<file path="src/design/tgc_pkg.sv">
// tgc_pkg: shared types and constants for the touch gesture classifier
`timescale 1ns / 1ps
`default_nettype none

package tgc_pkg;

    localparam int unsigned TIME_W = 32;
    localparam int unsigned CFG_W  = 16;

    localparam logic [CFG_W-1:0] LONG_PRESS_RESET = 16'd800;
    localparam logic [CFG_W-1:0] DTAP_WIN_RESET   = 16'd300;

    typedef enum logic {
        CFG_LONG_PRESS = 1'b0,
        CFG_DTAP_WIN   = 1'b1
    } t_cfg_idx;

    typedef enum logic [1:0] {
        KIND_TAP    = 2'd0,
        KIND_DOUBLE = 2'd1,
        KIND_LONG   = 2'd2
    } t_kind;

    typedef struct packed {
        logic [CFG_W-1:0] long_press_ms;
        logic [CFG_W-1:0] double_tap_window_ms;
    } t_cfg;

    typedef struct packed {
        logic              press_active;
        logic              long_reported;
        logic              tap_waiting;
        logic [TIME_W-1:0] press_start_ms;
        logic [TIME_W-1:0] tap_release_ms;
        logic [TIME_W-1:0] activity_ms;
    } t_state;

    typedef struct packed {
        logic              gesture_valid;
        t_kind             gesture_kind;
        logic [TIME_W-1:0] last_activity_ms;
    } t_result;

endpackage

`default_nettype wire

</file>
<file path="src/design/tgc_cfg.sv">
// tgc_cfg: configuration registers for hold time and double-tap window
`timescale 1ns / 1ps
`default_nettype none

module tgc_cfg
    import tgc_pkg::*;
(
    input  wire logic             i_clk,
    input  wire logic             i_rst_n,
    input  wire logic             i_cfg_we,
    input  wire logic             i_cfg_index,
    input  wire logic [CFG_W-1:0] i_cfg_data,
    output t_cfg                  o_cfg
);

    t_cfg r_cfg;

    always_ff @(posedge i_clk) begin
        if (!i_rst_n) begin
            r_cfg.long_press_ms        <= LONG_PRESS_RESET;
            r_cfg.double_tap_window_ms <= DTAP_WIN_RESET;
        end else if (i_cfg_we) begin
            case (t_cfg_idx'(i_cfg_index))
                CFG_LONG_PRESS: r_cfg.long_press_ms        <= i_cfg_data;
                CFG_DTAP_WIN:   r_cfg.double_tap_window_ms <= i_cfg_data;
                default: ;
            endcase
        end
    end

    assign o_cfg = r_cfg;

endmodule

`default_nettype wire

</file>
<file path="src/design/tgc_step.sv">
// tgc_step: next-state and gesture logic for one poll
`timescale 1ns / 1ps
`default_nettype none

module tgc_step
    import tgc_pkg::*;
(
    input  wire t_cfg              i_cfg,
    input  wire t_state            i_state,
    input  wire logic              i_touched,
    input  wire logic [TIME_W-1:0] i_now_ms,
    output t_state                 o_state,
    output t_result                o_result
);

    logic [TIME_W-1:0] hold;
    logic [TIME_W-1:0] win;
    t_state            s;
    logic              valid;
    t_kind             kind;

    always_comb begin
        // zero hold time acts as one so a press start never fires a long press
        hold = (i_cfg.long_press_ms == '0) ? TIME_W'(1)
                                           : TIME_W'(i_cfg.long_press_ms);
        win  = TIME_W'(i_cfg.double_tap_window_ms);
        s     = i_state;
        valid = 1'b0;
        kind  = KIND_TAP;

        if (i_touched && !s.press_active) begin
            s.press_active   = 1'b1;
            s.press_start_ms = i_now_ms;
            s.long_reported  = 1'b0;
            if (s.tap_waiting && (i_now_ms - s.tap_release_ms) <= win) begin
                s.tap_waiting  = 1'b0;
                valid          = 1'b1;
                kind           = KIND_DOUBLE;
                s.activity_ms  = i_now_ms;
            end
        end

        if (s.press_active && !s.long_reported && (i_now_ms - s.press_start_ms) >= hold) begin
            s.long_reported = 1'b1;
            s.tap_waiting   = 1'b0;
            valid           = 1'b1;
            kind            = KIND_LONG;
            s.activity_ms   = i_now_ms;
        end

        if (!i_touched && s.press_active) begin
            s.press_active = 1'b0;
            if (!s.long_reported && (i_now_ms - s.press_start_ms) < hold) begin
                s.tap_waiting    = 1'b1;
                s.tap_release_ms = i_now_ms;
            end
            s.activity_ms = i_now_ms;
        end

        // pending tap expires only while released
        if (s.tap_waiting && !s.press_active && (i_now_ms - s.tap_release_ms) > win) begin
            s.tap_waiting = 1'b0;
            valid         = 1'b1;
            kind          = KIND_TAP;
        end
    end

    assign o_state                   = s;
    assign o_result.gesture_valid    = valid;
    assign o_result.gesture_kind     = kind;
    assign o_result.last_activity_ms = s.activity_ms;

endmodule

`default_nettype wire

</file>
<file path="src/design/touch_gesture_classifier_core.sv">
// touch_gesture_classifier_core: top level of the tap / double tap / long press classifier
//
//  channel | direction | handshake                | payload
//  --------+-----------+--------------------------+------------------------------------------
//  in      | input     | i_in_valid / o_in_ready   | i_touched, i_now_ms
//  out     | output    | o_out_valid / i_out_ready | o_gesture_valid, o_gesture_kind,
//          |           |                          | o_last_activity_ms
//  cfg     | input     | i_cfg_we                 | i_cfg_index, i_cfg_data
//
//  one item per cycle sustained while i_out_ready stays high; an accepted item's result
//  passes through the input register, then classify logic into the result register
//  gesture state updates as an item moves from the input register to the result register
//  a stalled result holds the input register; o_in_ready follows i_out_ready combinationally
//  synchronous active-low reset clears the state and both valid flags and restores the config defaults
`timescale 1ns / 1ps
`default_nettype none

module touch_gesture_classifier_core
    import tgc_pkg::*;
(
    input  wire logic              i_clk,
    input  wire logic              i_rst_n,
    input  wire logic              i_in_valid,
    output logic                   o_in_ready,
    input  wire logic              i_touched,
    input  wire logic [TIME_W-1:0] i_now_ms,
    output logic                   o_out_valid,
    input  wire logic              i_out_ready,
    output logic                   o_gesture_valid,
    output logic [1:0]             o_gesture_kind,
    output logic [TIME_W-1:0]      o_last_activity_ms,
    input  wire logic              i_cfg_we,
    input  wire logic              i_cfg_index,
    input  wire logic [CFG_W-1:0]  i_cfg_data
);

    t_cfg              cfg;
    t_state            r_state;
    t_state            n_state;
    t_result           n_result;
    t_result           r_result;
    logic              r_in_valid;
    logic              r_touched;
    logic [TIME_W-1:0] r_now_ms;
    logic              r_out_valid;
    logic              advance;

    tgc_cfg u_cfg (
        .i_clk       (i_clk),
        .i_rst_n     (i_rst_n),
        .i_cfg_we    (i_cfg_we),
        .i_cfg_index (i_cfg_index),
        .i_cfg_data  (i_cfg_data),
        .o_cfg       (cfg)
    );

    tgc_step u_step (
        .i_cfg     (cfg),
        .i_state   (r_state),
        .i_touched (r_touched),
        .i_now_ms  (r_now_ms),
        .o_state   (n_state),
        .o_result  (n_result)
    );

    assign advance    = r_in_valid && (!r_out_valid || i_out_ready);
    assign o_in_ready = !r_in_valid || advance;

    always_ff @(posedge i_clk) begin
        if (!i_rst_n) begin
            r_in_valid  <= 1'b0;
            r_out_valid <= 1'b0;
            r_state     <= '0;
        end else begin
            if (i_in_valid && o_in_ready) begin
                r_in_valid <= 1'b1;
            end else if (advance) begin
                r_in_valid <= 1'b0;
            end
            if (advance) begin
                r_out_valid <= 1'b1;
                r_state     <= n_state;
            end else if (i_out_ready) begin
                r_out_valid <= 1'b0;
            end
        end
    end

    // payload registers
    always_ff @(posedge i_clk) begin
        if (i_in_valid && o_in_ready) begin
            r_touched <= i_touched;
            r_now_ms  <= i_now_ms;
        end
        if (advance) begin
            r_result <= n_result;
        end
    end

    assign o_out_valid        = r_out_valid;
    assign o_gesture_valid    = r_result.gesture_valid;
    assign o_gesture_kind     = r_result.gesture_kind;
    assign o_last_activity_ms = r_result.last_activity_ms;

    a_no_kind_without_gesture: assert property (@(posedge i_clk) disable iff (!i_rst_n)
        o_out_valid && !o_gesture_valid |-> o_gesture_kind == KIND_TAP)
        else $error("gesture kind set without a gesture");

    a_long_sets_flag: assert property (@(posedge i_clk) disable iff (!i_rst_n)
        advance && n_result.gesture_valid && n_result.gesture_kind == KIND_LONG
        |=> r_state.long_reported && !r_state.tap_waiting)
        else $error("long press did not latch its flag");

    a_double_clears_tap: assert property (@(posedge i_clk) disable iff (!i_rst_n)
        advance && n_result.gesture_valid && n_result.gesture_kind == KIND_DOUBLE
        |=> !r_state.tap_waiting && r_state.press_active)
        else $error("double tap left a pending tap");

    a_stall_blocks_input: assert property (@(posedge i_clk) disable iff (!i_rst_n)
        r_in_valid && r_out_valid && !i_out_ready |-> !o_in_ready)
        else $error("input taken while result stalled");

    a_state_holds_when_idle: assert property (@(posedge i_clk) disable iff (!i_rst_n)
        !advance |=> $stable(r_state))
        else $error("state changed without an item");

endmodule

`default_nettype wire
</file>
<file path="config.mk">
export PLATFORM = sky130hd
export DESIGN_NAME = touch_gesture_classifier_core
export DESIGN_NICKNAME = d
export VERILOG_FILES = /design/src/design/tgc_pkg.sv /design/src/design/tgc_cfg.sv /design/src/design/tgc_step.sv /design/src/design/touch_gesture_classifier_core.sv
export SDC_FILE = /design/constraint.sdc
export NUM_CORES = 1
export LEC_CHECK = 0
export ABC_AREA = 1
export BUFFER_PORTS_ARGS = -buffer_cell sky130_fd_sc_hd__buf_2
export CORE_AREA = 2 2 176 143
export DETAILED_ROUTE_END_ITERATION = 8
export DIE_AREA = 0 0 178 145
export HOLD_SLACK_MARGIN = 0.05
export PLACE_DENSITY = 0.83
export SYNTH_ARGS = -nofsm -noshare
export SYNTH_HDL_FRONTEND = slang
export SYNTH_SLANG_ARGS = --single-unit
</file>
<file path="constraint.sdc">
create_clock -name i_clk -period 11.18 [get_ports i_clk]
set_input_delay 0 -clock i_clk [delete_from_list [all_inputs] [get_ports i_clk]]
set_output_delay 0 -clock i_clk [all_outputs]
set_load 0.005 [all_outputs]
</file>
==> results.cfg <==
[clock_network]
htreeDepth = 1
post-cts-setup-buffer-count = 0
tritoncts = yes
clock-root-buffer = clkbuf_16
cts_buffers = 22
clk_pin_slew_ns = 0.07
cts_hold_buf = 60
ctsResizeCount = 0
clock-sinks = 201
worstSkewPairLatency_ns = 0.53
cts_buffer_depth = 3

[grt]
grt_pass1_wl_um = 75800
grt_pass1_vias = 14635
track_usage_pct = 36.9
globalRouteOverflowTotal = 0
grt_max_degree = 97
antenna_found_initial = 3

[sta]
hold_viol_final = 0
fin_crit_ns = 9.20
maxSlewViolCount = 0
skew_ns = 0.0250
rsz0062_at_grt = false
setup_violations = 0
relSlewSlack_pct = 31.6
max_freq_mhz = 109
max_slew.worst_pin.slew_ns = 1.03
min_period_over_period_pct = 82.3
fin_tns_setup_ns = 0
layout_setup_ws_ns = 1.98

[setup_path]
slowest_delay_ns = 0.46
crit_type = flop to flop
required_ns = 11.45
crit_path_max_fanout = 37
critical_path.startpoint_type = flop
cpMaxStageDelayCell = edfxtp_1
arrival_ns = 9.47
critPathCaptureType = flop
crit_top_cell = nand2_1

[drt]
drcViolationCount = 0
drt_iter0_drc = 1652
ant_nets = 0
drt_pass1_iterations = 6
vias_per_cell = 5.90
vias = 15440
wire_per_inst_um = 18.4
wirelength_um = 48100

[synth]
yosys_warnings = 0
synth_flop_cell = dfxtp_1
synthCells = 2158
syn_nets = 2347
netlist_area_mm2 = 0.0150
synth_seq_cells = 201
synth-edff-count = 68
yosysUniqueCellTypes = 55
synth_area_per_cell_um2 = 6.94
yosysSeqAreaShare_pct = 31.4
synthArstFlopShare_pct = 0

[die]
initial_core_util_pct = 62.3
io_pins = 92
rows = 51
die_width_um = 178
die_y_um = 145
core_mm2 = 0.0241
dieArea_mm2 = 0.0258

[power]
powerDensity_mw_per_mm2 = 131
seq_power_share_pct = 37.7
p_total_w = 0.00223
p_leak_nw = 8.03
internal_power_w = 0.00144
clkPwrFrac_pct = 33.1
peakVddDrop_mv = 0.0949
combPwrFrac_pct = 29.2
switching_share_pct = 35.4
p_sw_w = 0.000788

[worst_hold_path]
hp-class = input pin to flop

[placement]
port_buffers = 91
pre_cts_slack_ns = 2.29
gp_congestion = 0.984
dp_hpwl_um = 35400

[final_layout]
mostFrequentLayoutCell = nand2_1
layout-drive-gt1-share_pct = 9.36
area.growth.synth_to_final_pct = 13.2
nets = 2469
final_cell_mix = nand2_1 (409), inv_1 (311), nor2_1 (253)

[run]
max_cap_viol_count = 0

[run_status]
status = finished clean
[per-stage QoR]
step	area, um2	hold WS (ns)	std cells	util (%)
after CTS	17000	0.125	2614	70.5
final	17000	0.134	2619	70.5
after floorplan	15000	0.0989	2158	-
after global placement	15600	0.178	2514	65.0
after detailed placement	15600	0.178	2514	65.0
after global routing	17000	0.157	2616	70.5
[cell usage after synthesis, drive strengths merged (36+ instances only)]
master | n | area (um2)
nand3 | 108 | 683
inv | 323 | 1210
ha | 132 | 1650
a21oi | 217 | 1100
edfxtp | 68 | 2040
a211oi | 37 | 278
clkbuf | 47 | 176
nand2 | 433 | 1700
nor2 | 263 | 1020
xor2 | 36 | 315
dfxtp | 133 | 2660
o21ai | 207 | 1050
[layer usage]
metal	part of all wire, %	routed length (um)	up-vias	global-route usage [%]
met1	42	20100	7132	50.7
li1	-	-	7405	-
met3	10	4990	143	7.10
met4	3.9	1870	0	13.0
met5	0	0	-	0
met2	44	21200	760	57.7
[registers in the layout, summed over array words and instances, names as in the netlist]
signal,flops
r_touched,1
o_gesture_valid,1
r_now_ms,32
o_last_activity_ms,32
r_state,99
r_in_valid,1
o_out_valid,1
o_gesture_kind,2
u_cfg.o_cfg,32
[final timing paths]
kind / startpoint / to / slack, ns / depth (start not counted)
setup / recovery: r_touched / o_gesture_valid / 1.98 / 58
hold / removal: i_rst_n / u_cfg.o_cfg[3] / 0.13 / 3
setup reg to reg: r_touched / o_gesture_valid / 1.98 / 58
hold reg to reg: u_cfg.o_cfg[18] / u_cfg.o_cfg[18] / 0.49 / 2
[power groups by stage]
stage,Clock [W],Combinational (W),Sequential [W]
6_report,0.000738,0.000649,0.000840
5_1_grt,0.000766,0.000724,0.000843
4_1_cts,0.000727,0.000630,0.000837
3_5_place_dp,0,0.000608,0.000853
3_3_place_gp,0,0.000593,0.000851
2_1_floorplan,0,0.000446,0.000841
[worst max-delay path: cells and delay by family (launching register included)]
kind	cells	cell delay (ns)
and+or+nand+nor	36	3.77
AOI/OAI and AO/OA	7	1.74
adders and majority gates	5	1.37
buffers and inverters	8	1.25
DFF	1	0.46
xor gates and xnor gates	2	0.31
[cell families after synthesis]
group | after synthesis | synth area share, %
AO/OA/AOI/OAI | 510 | 18.8
buffers and inverters | 386 | 9.88
adder cells (fa/ha/maj) | 134 | 11.3
XOR/XNOR | 52 | 3.04
flip-flops | 201 | 31.4
multiplexers | 2 | 0.134
AND/OR/NAND/NOR | 873 | 25.5
[layout make-up]
type | count | area, um2
Multi-Input combinational cell | 1571 | 8800
Fill cell | 2001 | 7090
Sequential cell | 201 | 4700
Inverter | 325 | 1220
Timing Repair Buffer | 159 | 1120
Clock buffer | 26 | 597
Tap cell | 318 | 398
Clock inverter | 14 | 113
Antenna cell | 5 | 12.5
Note: power is estimated with default switching activity, not from simulation.
